===== config.mk =====
export PLATFORM = sky130hd
export DESIGN_NAME = lpai_mod_cell
export DESIGN_NICKNAME = d
export VERILOG_FILES = /design/src/rtl/core/lpai_pkg.sv /design/src/rtl/core/lpai_mod_cell.sv
export SDC_FILE = /design/constraint.sdc
export NUM_CORES = 1
export LEC_CHECK = 0
export ABC_AREA = 1
export CAP_MARGIN = 20
export CORE_AREA = 2 2 66 68
export CTS_CLUSTER_SIZE = 40
export DETAILED_ROUTE_END_ITERATION = 8
export DIE_AREA = 0 0 68 70
export DONT_BUFFER_PORTS = 1
export GPL_TIMING_DRIVEN = 0
export PLACE_DENSITY_LB_ADDON = 0.15
export SYNTH_ARGS = -nofsm -noshare
export SYNTH_HDL_FRONTEND = slang
export SYNTH_SLANG_ARGS = --single-unit

===== constraint.sdc =====
create_clock -name i_clk -period 4.5 [get_ports i_clk]
set_input_delay 0.45 -clock i_clk [delete_from_list [all_inputs] [get_ports i_clk]]
set_output_delay 0.45 -clock i_clk [all_outputs]
set_load 0.005 [all_outputs]

===== src/rtl/core/lpai_pkg.sv =====
// ----------------------------------------------------------------------------
// Log-polar angular index package
// Shared widths, codes, item records and the CORDIC arctangent table.
// ----------------------------------------------------------------------------
package lpai_pkg;

    localparam int ANGLE_BITS   = 16;
    localparam int CORDIC_STEPS = 24;
    localparam int CW           = 40;   // CORDIC x/y datapath width
    localparam int MAX_RINGS    = 256;
    localparam int MAX_SECTORS  = 256;
    localparam int MAX_FOVEA    = 64;
    localparam int PAD_DEPTH    = MAX_FOVEA * MAX_SECTORS;
    localparam int PAD_AW       = $clog2(PAD_DEPTH);
    localparam int REM_W        = 10;   // signed remainder in [-2S, 2S)

    localparam logic [1:0] OP_COMPUTE   = 2'd0;
    localparam logic [1:0] OP_WR_SHIFT  = 2'd1;
    localparam logic [1:0] OP_WR_PAD    = 2'd2;

    localparam logic REG_SECTORS = 1'b0;
    localparam logic REG_FOVEA   = 1'b1;

    localparam logic [31:0] ATAN_TAB [CORDIC_STEPS] = '{
        32'd536870912, 32'd316933406, 32'd167458907, 32'd85004756,
        32'd42667331,  32'd21354465,  32'd10679838,  32'd5340245,
        32'd2670163,   32'd1335087,   32'd667544,    32'd333772,
        32'd166886,    32'd83443,     32'd41722,     32'd20861,
        32'd10430,     32'd5215,      32'd2608,      32'd1304,
        32'd652,       32'd326,       32'd163,       32'd81
    };

    // Side information that rides along the CORDIC chain.
    typedef struct packed {
        logic        valid;
        logic [1:0]  op;
        logic [7:0]  ring;
        logic [7:0]  column;
        logic [15:0] word;
        logic [15:0] shift;
        logic        origin;
    } t_tag;

    // Record that rides along the remainder chain.
    typedef struct packed {
        logic                    valid;
        logic                    is_res;
        logic                    fovea;
        logic                    flag;
        logic [7:0]              theta;
        logic [15:0]             entry;
        logic signed [REM_W-1:0] rem;
    } t_post;

endpackage


===== src/rtl/core/lpai_mod_cell.sv =====
// ----------------------------------------------------------------------------
// Log-polar angular index remainder cell
// One restoring step of a floor modulo by the sector count, registered.
// ----------------------------------------------------------------------------
module lpai_mod_cell
    import lpai_pkg::*;
#(
    parameter int BIT = 0
) (
    input  logic       i_clk,
    input  logic       i_rst_n,
    input  logic       i_en,
    input  logic [8:0] i_sectors,
    input  t_post      i_post,
    output t_post      o_post
);

    logic signed [REM_W-1:0] dbl;
    logic signed [REM_W-1:0] s_ext;
    logic signed [REM_W-1:0] n_rem;

    assign s_ext = REM_W'(i_sectors);
    assign dbl   = (i_post.rem <<< 1) | REM_W'(i_post.entry[BIT]);

    always_comb begin
        if (dbl < 0) begin
            n_rem = dbl + s_ext;
        end else if (dbl >= s_ext) begin
            n_rem = dbl - s_ext;
        end else begin
            n_rem = dbl;
        end
    end

    always_ff @(posedge i_clk) begin
        if (!i_rst_n) begin
            o_post.valid <= 1'b0;
        end else if (i_en) begin
            o_post.valid <= i_post.valid;
        end
        if (i_en) begin
            o_post.is_res <= i_post.is_res;
            o_post.fovea  <= i_post.fovea;
            o_post.flag   <= i_post.flag;
            o_post.theta  <= i_post.theta;
            o_post.entry  <= i_post.entry;
            o_post.rem    <= n_rem;
        end
    end

endmodule

# [Word-level counts from Yosys, hierarchy flattened]
# Index checks and enable logic that the tools add are counted.
[word_totals] output_inout_bits=38 wordCells=14 reg_bits=38 inputBits=50
[op_classes] n_mux=2 magnitude_cmp=2 n_addsub=2 n_bitwise=1
[op_table] cell="two-way mux 10 bit" n=2
[op_table] cell="adder 10 bit" n=1
[op_table] cell=">= comparator 10 bit" n=1
[op_table] cell="less-than comparator 10 x 1 -> 1 bit (second input constant)" n=1
[op_table] cell="bitwise OR 10 x 1 -> 10 bit" n=1
[op_table] cell="subtractor 10 bit" n=1

# [Longest topological paths before layout]
[logic_depth] ltp_word=4 mapped_depth=13 depth_no_buf=13

# [Least setup slack after synthesis]
# Ideal clock, no wire load.
[synth_path] path_kind="input-to-reg" from="input i_post[10] (netlist bit)" to="register o_post[8] (netlist bit) (data pin)" setup_time_ns=0.260 n_path_buf=0 slack_ns=2.520 arrival_ns=1.720 cell_stages=13 required_time_ns=4.240 path_cell_list="inv_1 > ha_1 > inv_1 > fa_1 > nand2_1 > nand2_1 > and2_1 > nand2_1 > nand2_1 > nand2_1 > nand2_1 > nand2_1 > nand3_1"
[synth_via] elab_chain_len=4 word_cells_on_any_way=7 cone_classes="2 x add/sub; 2 x order compare; 2 x mux; 1 x bitwise"
[synth_rtl] element="start, declared" line_no="lpai_mod_cell.sv:14" rtl="input t_post i_post,"
[synth_rtl] element="bitwise OR 10 x 1 -> 10 bit (*)" line_no="lpai_mod_cell.sv:23" rtl="assign dbl = (i_post.rem <<< 1) | REM_W'(i_post.entry[BIT]);"
[synth_rtl] element="subtractor 10 bit / >= comparator 10 bit (equally long branches)" line_no="lpai_mod_cell.sv:29, lpai_mod_cell.sv:28"
[synth_rtl] element="two-way mux 10 bit" line_no="lpai_mod_cell.sv:28" rtl="end else if (dbl >= s_ext) begin"
[synth_rtl] element="two-way mux 10 bit (*)" line_no="lpai_mod_cell.sv:26" rtl="if (dbl < 0) begin"
[synth_rtl] element="net n_rem[8]" line_no="lpai_mod_cell.sv:20" rtl="logic signed [REM_W-1:0] n_rem;"
[synth_rtl] element="end, declared" line_no="lpai_mod_cell.sv:15" rtl="output t_post o_post"
# Mark *: on every way through the listed nets, which the timed path passes. The rest lies on a longest branch.
# A chain may end at the register's enable or synchronous reset.

# [Worst setup path after layout]
# Ends and elaborated chain as after synthesis.

==> results.cfg <==
[worst_hold_path]
hp-class = in -> reg
min_to = o_post[28]
min_path_cells = 0
hp-start = i_post[28]

[setup_path]
reg2reg_to = o_post[37]
cp_top_family = simple AND/OR/NAND/NOR gates
worstPathRequired_ns = 4.53
reg2reg_depth = 2
r2r_start = o_post[37]
crit_buf_inv = 2
crit_path_frequent_cell = nand2_1
critPathMaxFanout = 3
cp.depth = 13
crit_chain = inv_1 -> ha_1 -> inv_1 -> fa_1 -> nand2_1 -> nand2_1 -> and2_1 -> nand2_1 -> nand2_1 -> nand2_1 -> nand2_1 -> nand2_1 -> nand3_1
rrSetupSlack_ns = 3.84
startpoint_type = input port
cp.arrival_ns = 1.93
worstSetupPathType = in -> reg
slowest_delay_ns = 0.43
end_kind = flip-flop
slowest_stage = fa_1

[routing]
ant_nets = 0
first_pass_iters = 4
drtIter0Drc = 169
via_per_inst = 5.60
wire_per_inst_um = 15.9
vias = 1792
drc = 0
totalWireLength_um = 5070

[die]
start_util_pct = 56.8
ioPinCount = 88
die_area_um2 = 4760
row_count = 24
die_h_um = 70
fp.dieW_um = 68
core-area_um2 = 4140

[sta]
worst_clock_skew_ns = 0
worst_slack_ns = 2.60
period_share_pct = 42.3
final_hold_viol_count = 0
setup_tns_ns = 0
maxSlewHeadroom_pct = 60.7
min_period_ns = 1.90
drv_slew = 0
tightestPinTransition_ns = 0.589
setup_viol = 0
fmaxAchievable_mhz = 526
grt_setup_unrepaired = false

[final_layout]
final_nets = 337
diodes = 0
largest_register_ffs = 38
layout_common_cells = nand2_1 (65), edfxtp_1 (37), inv_1 (32), nand3_1 (24), nor2_1 (19)
final_util_pct = 60.4
final.fill_count = 363
area_growth_pct = 6.38
multi_input_area_um2 = 1070
regMostFlops = o_post
drive_gt1_share_pct = 10.1
top_regs = o_post: 38 flops
seqCellArea_um2 = 1130
layout_commonest_cell = nand2_1
final_cells = 320

[grt]
grt_pass1_vias = 1659
grt_use_total_pct = 22.3
gr-total-overflow = 0
antenna_found_initial = 0
grt_pass1_wl_um = 7850
grt_max_degree = 40

[run_status]
run_status = completed

[synth]
yosys.area.top_type = edfxtp_1
synthDominantCellAreaShare_pct = 47.2
synth_seq_cells = 38
netlist_area_um2 = 2350
ys_warn_count = 0
avgSynthCellArea_um2 = 9.05
ys_seq_area_share_pct = 48.1
syn_nets = 330
synth_area_leaders = edfxtp_1 (47%), nand2_1 (10%), ha_1 (9.6%), nand3_1 (5.1%), inv_1 (5.1%)
synthCells = 260
ys_types = 32

[placed_design]
placed_cells = 312
numPortBuffers = 0
hpwl_um = 3870
post-place-ws_ns = 2.31
place_congestion = 0.959

[pwr]
peakVddDrop_mv = 0.134
power_density_nw_per_um2 = 325
p_leak_uw = 0.00111
p_total_uw = 815

[clock_tree]
clock_latency_ns = 0.28
cts_inserted_buffers = 5
root_buffer = clkbuf_8
hold_buffers = 0
htree_num_levels = 2
clk_path_buf_depth = 2
cts_tree = yes
cts.clk_slew.worst_paths_ns = 0.07
cts.sinks = 38
ctsResizeCount = 0
post_cts_buffers = 0

[run]
drv_cap = 0
-- how the worst max path moves through the flow --
stage,startpoint,endpoint,slack [ns]
after global placement,i_post[10],o_post[8],2.33
after CTS,i_post[10],o_post[8],2.61
after floorplan,i_post[10],o_post[8],2.52
after global routing,i_post[10],o_post[8],2.48
final,i_post[10],o_post[8],2.60
after detailed placement,i_post[10],o_post[8],2.31
-- area by class of cell --
cell class | count | area share (%)
plain buffers | 4 | 0.750
multi-input cells | 182 | 42.6
inverters | 36 | 5.45
clock buffers | 5 | 2.75
clock inverters | 3 | 0.650
well taps | 52 | 2.60
flip-flops and latches | 38 | 45.2
-- kinds of logic after synthesis --
family / synth area share, %
flops: 48.1
simple gates: 26.3
buf+inv: 6.59
fa+ha+maj: 11.3
xor+xnor: 1.49
compound gates: 6.27
-- metal layers --
| layer | vias to the layer above | routed length [um] | global-route usage [%] |
|---|---|---|---|
| met5 | - | 0 | 0 |
| met4 | 0 | 87 | 10.7 |
| met3 | 10 | 395 | 5.80 |
| met2 | 83 | 2330 | 33.0 |
| met1 | 815 | 2260 | 30.1 |
| li1 | 884 | - | - |
-- through the flow --
| step | hold WS, ns | instance area (um2) |
|---|---|---|
| final | 0.253 | 2500 |
| after global routing | 0.240 | 2500 |
| after CTS | 0.252 | 2500 |
| after detailed placement | 0.549 | 2420 |
| after global placement | 0.549 | 2420 |
| after floorplan | 0.525 | 2350 |
-- cell usage after synthesis, drive strengths merged --
| cell | number |
|---|---|
| dfxtp | 1 |
| nand3b | 1 |
| or2 | 2 |
| nand3 | 27 |
| o21ai | 13 |
| buf | 2 |
| ha | 18 |
| xor2 | 4 |
| nor3 | 2 |
| a21o | 1 |
| inv | 35 |
| fa | 2 |
| and2 | 2 |
| nand4 | 10 |
| nor2 | 21 |
| nand2 | 67 |
| clkbuf | 2 |
| edfxtp | 37 |
| clkinv | 1 |
| a21oi | 12 |
-- power breakdown --
part	internal, uW	switching (uW)	leakage (uW)
Sequential	429	16.2	0.000370
Clock	106	113	0.0000416
Combinational	52.4	98.2	0.000703
Note: power is estimated with default switching activity, not from simulation.
