## src/rtl/core/lpai_pkg.sv

```systemverilog
// ----------------------------------------------------------------------------
// Log-polar angular index package
// Shared widths, codes, item records and the CORDIC arctangent table.
// ----------------------------------------------------------------------------
package lpai_pkg;

    localparam int ANGLE_BITS   = 16;
    localparam int CORDIC_STEPS = 24;
    localparam int CW           = 40;   // CORDIC x/y datapath width
    localparam int MAX_RINGS    = 256;
    localparam int MAX_SECTORS  = 256;
    localparam int MAX_FOVEA    = 64;
    localparam int PAD_DEPTH    = MAX_FOVEA * MAX_SECTORS;
    localparam int PAD_AW       = $clog2(PAD_DEPTH);
    localparam int REM_W        = 10;   // signed remainder in [-2S, 2S)

    localparam logic [1:0] OP_COMPUTE   = 2'd0;
    localparam logic [1:0] OP_WR_SHIFT  = 2'd1;
    localparam logic [1:0] OP_WR_PAD    = 2'd2;

    localparam logic REG_SECTORS = 1'b0;
    localparam logic REG_FOVEA   = 1'b1;

    localparam logic [31:0] ATAN_TAB [CORDIC_STEPS] = '{
        32'd536870912, 32'd316933406, 32'd167458907, 32'd85004756,
        32'd42667331,  32'd21354465,  32'd10679838,  32'd5340245,
        32'd2670163,   32'd1335087,   32'd667544,    32'd333772,
        32'd166886,    32'd83443,     32'd41722,     32'd20861,
        32'd10430,     32'd5215,      32'd2608,      32'd1304,
        32'd652,       32'd326,       32'd163,       32'd81
    };

    // Side information that rides along the CORDIC chain.
    typedef struct packed {
        logic        valid;
        logic [1:0]  op;
        logic [7:0]  ring;
        logic [7:0]  column;
        logic [15:0] word;
        logic [15:0] shift;
        logic        origin;
    } t_tag;

    // Record that rides along the remainder chain.
    typedef struct packed {
        logic                    valid;
        logic                    is_res;
        logic                    fovea;
        logic                    flag;
        logic [7:0]              theta;
        logic [15:0]             entry;
        logic signed [REM_W-1:0] rem;
    } t_post;

endpackage

```

## src/rtl/core/lpai_cordic_cell.sv

```systemverilog
// ----------------------------------------------------------------------------
// Log-polar angular index CORDIC cell
// One vectoring rotation step with a fixed shift, registered.
// ----------------------------------------------------------------------------
module lpai_cordic_cell
    import lpai_pkg::*;
#(
    parameter int STEP = 0
) (
    input  logic                 i_clk,
    input  logic                 i_rst_n,
    input  logic                 i_en,
    input  t_tag                 i_tag,
    input  logic signed [CW-1:0] i_cx,
    input  logic signed [CW-1:0] i_cy,
    input  logic [31:0]          i_z,
    output t_tag                 o_tag,
    output logic signed [CW-1:0] o_cx,
    output logic signed [CW-1:0] o_cy,
    output logic [31:0]          o_z
);

    logic signed [CW-1:0] dx;
    logic signed [CW-1:0] dy;
    logic signed [CW-1:0] n_cx;
    logic signed [CW-1:0] n_cy;
    logic [31:0]          n_z;

    assign dx = i_cy >>> STEP;
    assign dy = i_cx >>> STEP;

    always_comb begin
        if (!i_cy[CW-1]) begin
            n_cx = i_cx + dx;
            n_cy = i_cy - dy;
            n_z  = i_z + ATAN_TAB[STEP];
        end else begin
            n_cx = i_cx - dx;
            n_cy = i_cy + dy;
            n_z  = i_z - ATAN_TAB[STEP];
        end
    end

    always_ff @(posedge i_clk) begin
        if (!i_rst_n) begin
            o_tag.valid <= 1'b0;
        end else if (i_en) begin
            o_tag.valid <= i_tag.valid;
        end
        if (i_en) begin
            o_tag.op     <= i_tag.op;
            o_tag.ring   <= i_tag.ring;
            o_tag.column <= i_tag.column;
            o_tag.word   <= i_tag.word;
            o_tag.shift  <= i_tag.shift;
            o_tag.origin <= i_tag.origin;
            o_cx         <= n_cx;
            o_cy         <= n_cy;
            o_z          <= n_z;
        end
    end

endmodule

```

## config.mk

```make
export PLATFORM = sky130hd
export DESIGN_NAME = lpai_cordic_cell
export DESIGN_NICKNAME = d
export VERILOG_FILES = /design/src/rtl/core/lpai_pkg.sv /design/src/rtl/core/lpai_cordic_cell.sv
export SDC_FILE = /design/constraint.sdc
export NUM_CORES = 1
export LEC_CHECK = 0
export BUFFER_PORTS_ARGS = -buffer_cell sky130_fd_sc_hd__buf_2
export CAP_MARGIN = 25
export CORE_MARGIN = 8
export CORE_UTILIZATION = 54
export DETAILED_ROUTE_END_ITERATION = 10
export GPL_TIMING_DRIVEN = 0
export PLACE_DENSITY_LB_ADDON = 0.15
export SLEW_MARGIN = 20
export SYNTH_ARGS = -nofsm -noshare
export SYNTH_HDL_FRONTEND = slang
export SYNTH_SLANG_ARGS = --single-unit
```

## constraint.sdc

```tcl
create_clock -name i_clk -period 3.5 [get_ports i_clk]
set_input_delay 0.525 -clock i_clk [delete_from_list [all_inputs] [get_ports i_clk]]
set_output_delay 0.525 -clock i_clk [all_outputs]
set_load 0.005 [all_outputs]
```

# Word-level counts from Yosys, hierarchy flattened
# Index checks and enable logic that the tools add are counted.
# op_classes
n_addsub,5
muxes,3
# ops
op,n
$mux W40,2
$sub A40 B40 Y40,2
$add A40 B40 Y40,1
$add A32 B30 Y32 const B,1
$mux W32,1
$sub A32 B30 Y32 const B,1
# totals
regBits,164
output_inout_bits,164
word_cells,18

# Longest topological paths before layout
# logic_depth
depth_word,2
ltp_mapped,13
depth_no_buf,11

# Least setup slack after synthesis
# OpenSTA, ideal clock, no wires.
# synth_timing
path_kind,input port to flip-flop
from,input port i_cx[16]
to,register o_cx[39] (data pin)
setup_time_ns,0.258
t_arrival_ns,2.860
slack_ns,0.382
path_stages,11
n_path_buf,1
path_cell_list,inv_1 > ha_1 > buf_2 > nand4_1 > or3_1 > or3_1 > or3_1 > o211a_1 > o31a_1 > a221o_1 > xnor2_1
# synth_via
elab_chain_len,2
elab_cells_between_ends,3
# synth_rtl
item,line,text
start: declaration,lpai_cordic_cell.sv:14,"input logic signed [CW-1:0] i_cx,"
$add A40 B40 Y40 / $sub A40 B40 Y40 (equally long branches),"lpai_cordic_cell.sv:34, lpai_cordic_cell.sv:38",
$mux W40 (*),lpai_cordic_cell.sv:33,if (!i_cy[CW-1]) begin
via n_cx[39],lpai_cordic_cell.sv:25,logic signed [CW-1:0] n_cx;
end signal: assignment,lpai_cordic_cell.sv:57,o_cx <= n_cx;
end: declaration,lpai_cordic_cell.sv:18,"output logic signed [CW-1:0] o_cx,"
# The timed path passes the listed nets; every way through them passes the cells marked *.
# A chain may end at the register's enable or synchronous reset.

# Worst setup path in the final report
# layout_timing
from,input port i_cx[3]
to,register o_cy[32] (data pin)
# layout_via
elab_chain_len,2
elab_cells_between_ends,3
# layout_rtl
item,line,text
$sub A40 B40 Y40 / $add A40 B40 Y40 (equally long branches),"lpai_cordic_cell.sv:35, lpai_cordic_cell.sv:39",
$mux W40 (*),lpai_cordic_cell.sv:33,
via n_cy[32],lpai_cordic_cell.sv:26,logic signed [CW-1:0] n_cy;
end signal: assignment,lpai_cordic_cell.sv:58,o_cy <= n_cy;
end: declaration,lpai_cordic_cell.sv:19,"output logic signed [CW-1:0] o_cy,"
# Marks and branches as above.

==> metrics <==
Synth area leader edfxtp_1; max incr delay on CP 0.53 ns; Gate Count Post-Synth 1,294; Post-Syn Area 12,200 µm²; Fin. Hold Viols 0; FF+latch count, synth 163; Cell Count, Final, Fillers Out 1,947; hpwl dp 36,700 µm; GRT overflow 0; MaxCap Viol Count 0; post-synth top area share 40.0%; Final Power 6.50 mW; Setup Crit Path Kind in2reg; post-route cell area 15,000 µm²; vias per cell 6.12; Die ar. 27,600 µm²; Placed Area 14,200 µm²; Post-synth EDFFs 162; layout cells sized above 1 25.6%; Initial DRC Count 1,177; post-route ant nets 0; Clock Skew 0 ns; startpoint types primary input; first-pass iteration count of the detailed router 5; Max-slew headroom 37.2%; Slew @ Worst Pin 0.942 ns; DIE WIDTH 166 µm; top-count cell post-synth a21oi_1; first-pass GRT wire length 69,300 µm; post-synthesis sequential area ratio 40.2%; Comb pwr share 30.8%; clock power share 30.6%; synth unique cells 76; Arr. time, crit path 3.60 ns; Max Slew Vio Count 0; DRC viols 0; Clk Latency, worst-skew pair 0.44 ns; initial antenna violation count 1; Crit. End Element register; IO buf count 330; dpl cells 1,911; CP max FO 10; P_sw 2.32 mW; WL/cell 23.8 µm; Peak VDD IR 286 µV; Hold Slack 0.246 ns; Post-Route WL 46,300 µm; synthesized net count 1,582; cell chosen for the clock root clkbuf_16; Worst Hold Class in2reg; Tmin final 3.42 ns; switch share 35.6%; Clock Path Buffers 2; Finished Core Util 66.9%; list of most frequent post-synthesis cells a21oi_1 (168), edfxtp_1 (162), inv_1 (124); Pint 4.19 mW; vias in the first global route 11.6k; Synth area leaders edfxtp_1 (40%), ha_1 (12%), a21oi_1 (6.9%); Peak Freq 0.293 GHz; Reg power frac 38.6%; area grow syn2layout 23.1%; Mapped Avg Cell Area 9.40 µm²; Tcrit/Tclk final 97.6%; CTS tree built; Critical-path top delay cell o21bai_1; Initial Util 54.4%; Std-Cell Rows 55; power density cells 435 nW/µm²; Final GP Congestion 1.01; Pleak 6.56 nW; status completed; clk sinks 163; via count 11.9k; fill count 1,876; I/O pin cnt 331; cells along the critical path buf_2, inv_1, ha_1, buf_2, a21oi_1, o21ai_0, o31ai_2, o21bai_1, a21oi_2, o21ai_0, a211o_1, nand3_1, xnor2_1; Async S/R FF share, synth 0%; pin count of the biggest net entering global routing 111; Die Span Y 166 µm; YS warnings 0; CP required 3.68 ns; area of the core 22,400 µm²; Reg clk slew, reported paths 0.08 ns; unrepaired setup endpoints after global routing false; Most used DFF post-synth edfxtp_1; GRT Total Usage 32.3%; Num CTS Buffers 17; H-tree depth 4; Setup Viol. Count Final 0; hold-fix buffers at CTS 0; NumNets Final 1,936
timing repair:
action,in CTS,in global routing
pin swaps,0,3
gates resized for setup,7,13
setup buffers,0,3
setup endpoints to repair,6,20
per-stage QoR:
step                TNS, ns  setup slack [ns]
CTS                       0            0.0571
finish                    0            0.0832
global route              0           0.00195
floorplan                 0             0.382
global placement     -16.76            -0.875
detailed placement   -12.07            -0.845
worst paths after layout:
kind                                 from        end  slack, ns  depth (start not counted)
worst max-delay path              i_cx[3]   o_cy[32]       0.08                         13
worst min-delay path            i_tag[22]  o_tag[22]       0.25                          1
worst max register to register  o_tag[51]  o_tag[51]       2.88                          2
worst min register to register  o_tag[51]  o_tag[51]       0.56                          2
placed cells by master (no fill, tap or decap), types with 5 or more instances in the layout:
cell type / n
a211oi_1: 11
a21boi_0: 7
a21o_1: 23
a21oi_1: 166
a31oi_1: 11
and3_1: 5
buf_1: 7
buf_2: 343
buf_4: 7
clkbuf_1: 31
clkbuf_16: 17
clkinv_8: 5
edfxtp_1: 162
ha_1: 117
inv_1: 124
mux2i_1: 15
nand2_1: 66
nand2b_1: 12
nand3_1: 13
nand4_1: 20
nor2_1: 85
nor2b_1: 12
nor3_1: 23
nor4_1: 6
o211ai_1: 12
o21a_1: 13
o21ai_0: 96
o21bai_1: 30
o221ai_1: 7
o31ai_1: 14
or2_2: 10
or3_1: 9
xnor2_1: 67
xor2_1: 8
cell type report:
class	instances	area, µm²	share of cell area, %
buffer	55	238	1.59
inverter	131	492	3.28
sequential	163	4880	32.6
clock buffer	17	425	2.84
timing repair buffer	335	1720	11.5
tap	285	357	2.38
clock inverter	15	194	1.30
antenna	1	2.50	0.0167
multi-input combinational	945	6660	44.5
metal layers:
| metal | GRT usage, % | share of wire, % |
|---|---|---|
| met4 | 13.4 | 3.9 |
| met1 | 38.2 | 38 |
| met2 | 55.2 | 48 |
| met5 | 0 | 0 |
| met3 | 8.08 | 9.8 |
power groups by stage:
stage / clock, mW / sequential, mW / combinational, mW
6_report: 1.99 / 2.51 / 2.00
5_1_grt: 2.09 / 2.53 / 2.14
4_1_cts: 2.01 / 2.51 / 1.94
3_5_place_dp: 0 / 2.55 / 1.92
3_3_place_gp: 0 / 2.55 / 1.90
2_1_floorplan: 0 / 2.60 / 1.03
worst max-delay path: cells and delay by family:
kind / cells / cell delay [ns]
buffers and inverters: 3 / 0.40
AOI/OAI and AO/OA: 7 / 2.12
and+or+nand+nor: 1 / 0.09
adders and majority gates: 1 / 0.31
xor gates and xnor gates: 1 / 0.15
registers in the layout, indices dropped and copies added, names as in the netlist:
register  cells
o_cx         40
o_z          32
o_cy         39
o_tag        52
cell families after synthesis:
logic type	after synthesis	synth area share (%)
adders and majority gates	121	12.7
DFF	163	40.2
buffers and inverters	186	6.00
AOI/OAI and AO/OA	451	23.2
xor gates and xnor gates	75	5.40
muxes	15	1.23
and+or+nand+nor	283	11.3
No activity file was read; power rests on OpenSTA's default activity.
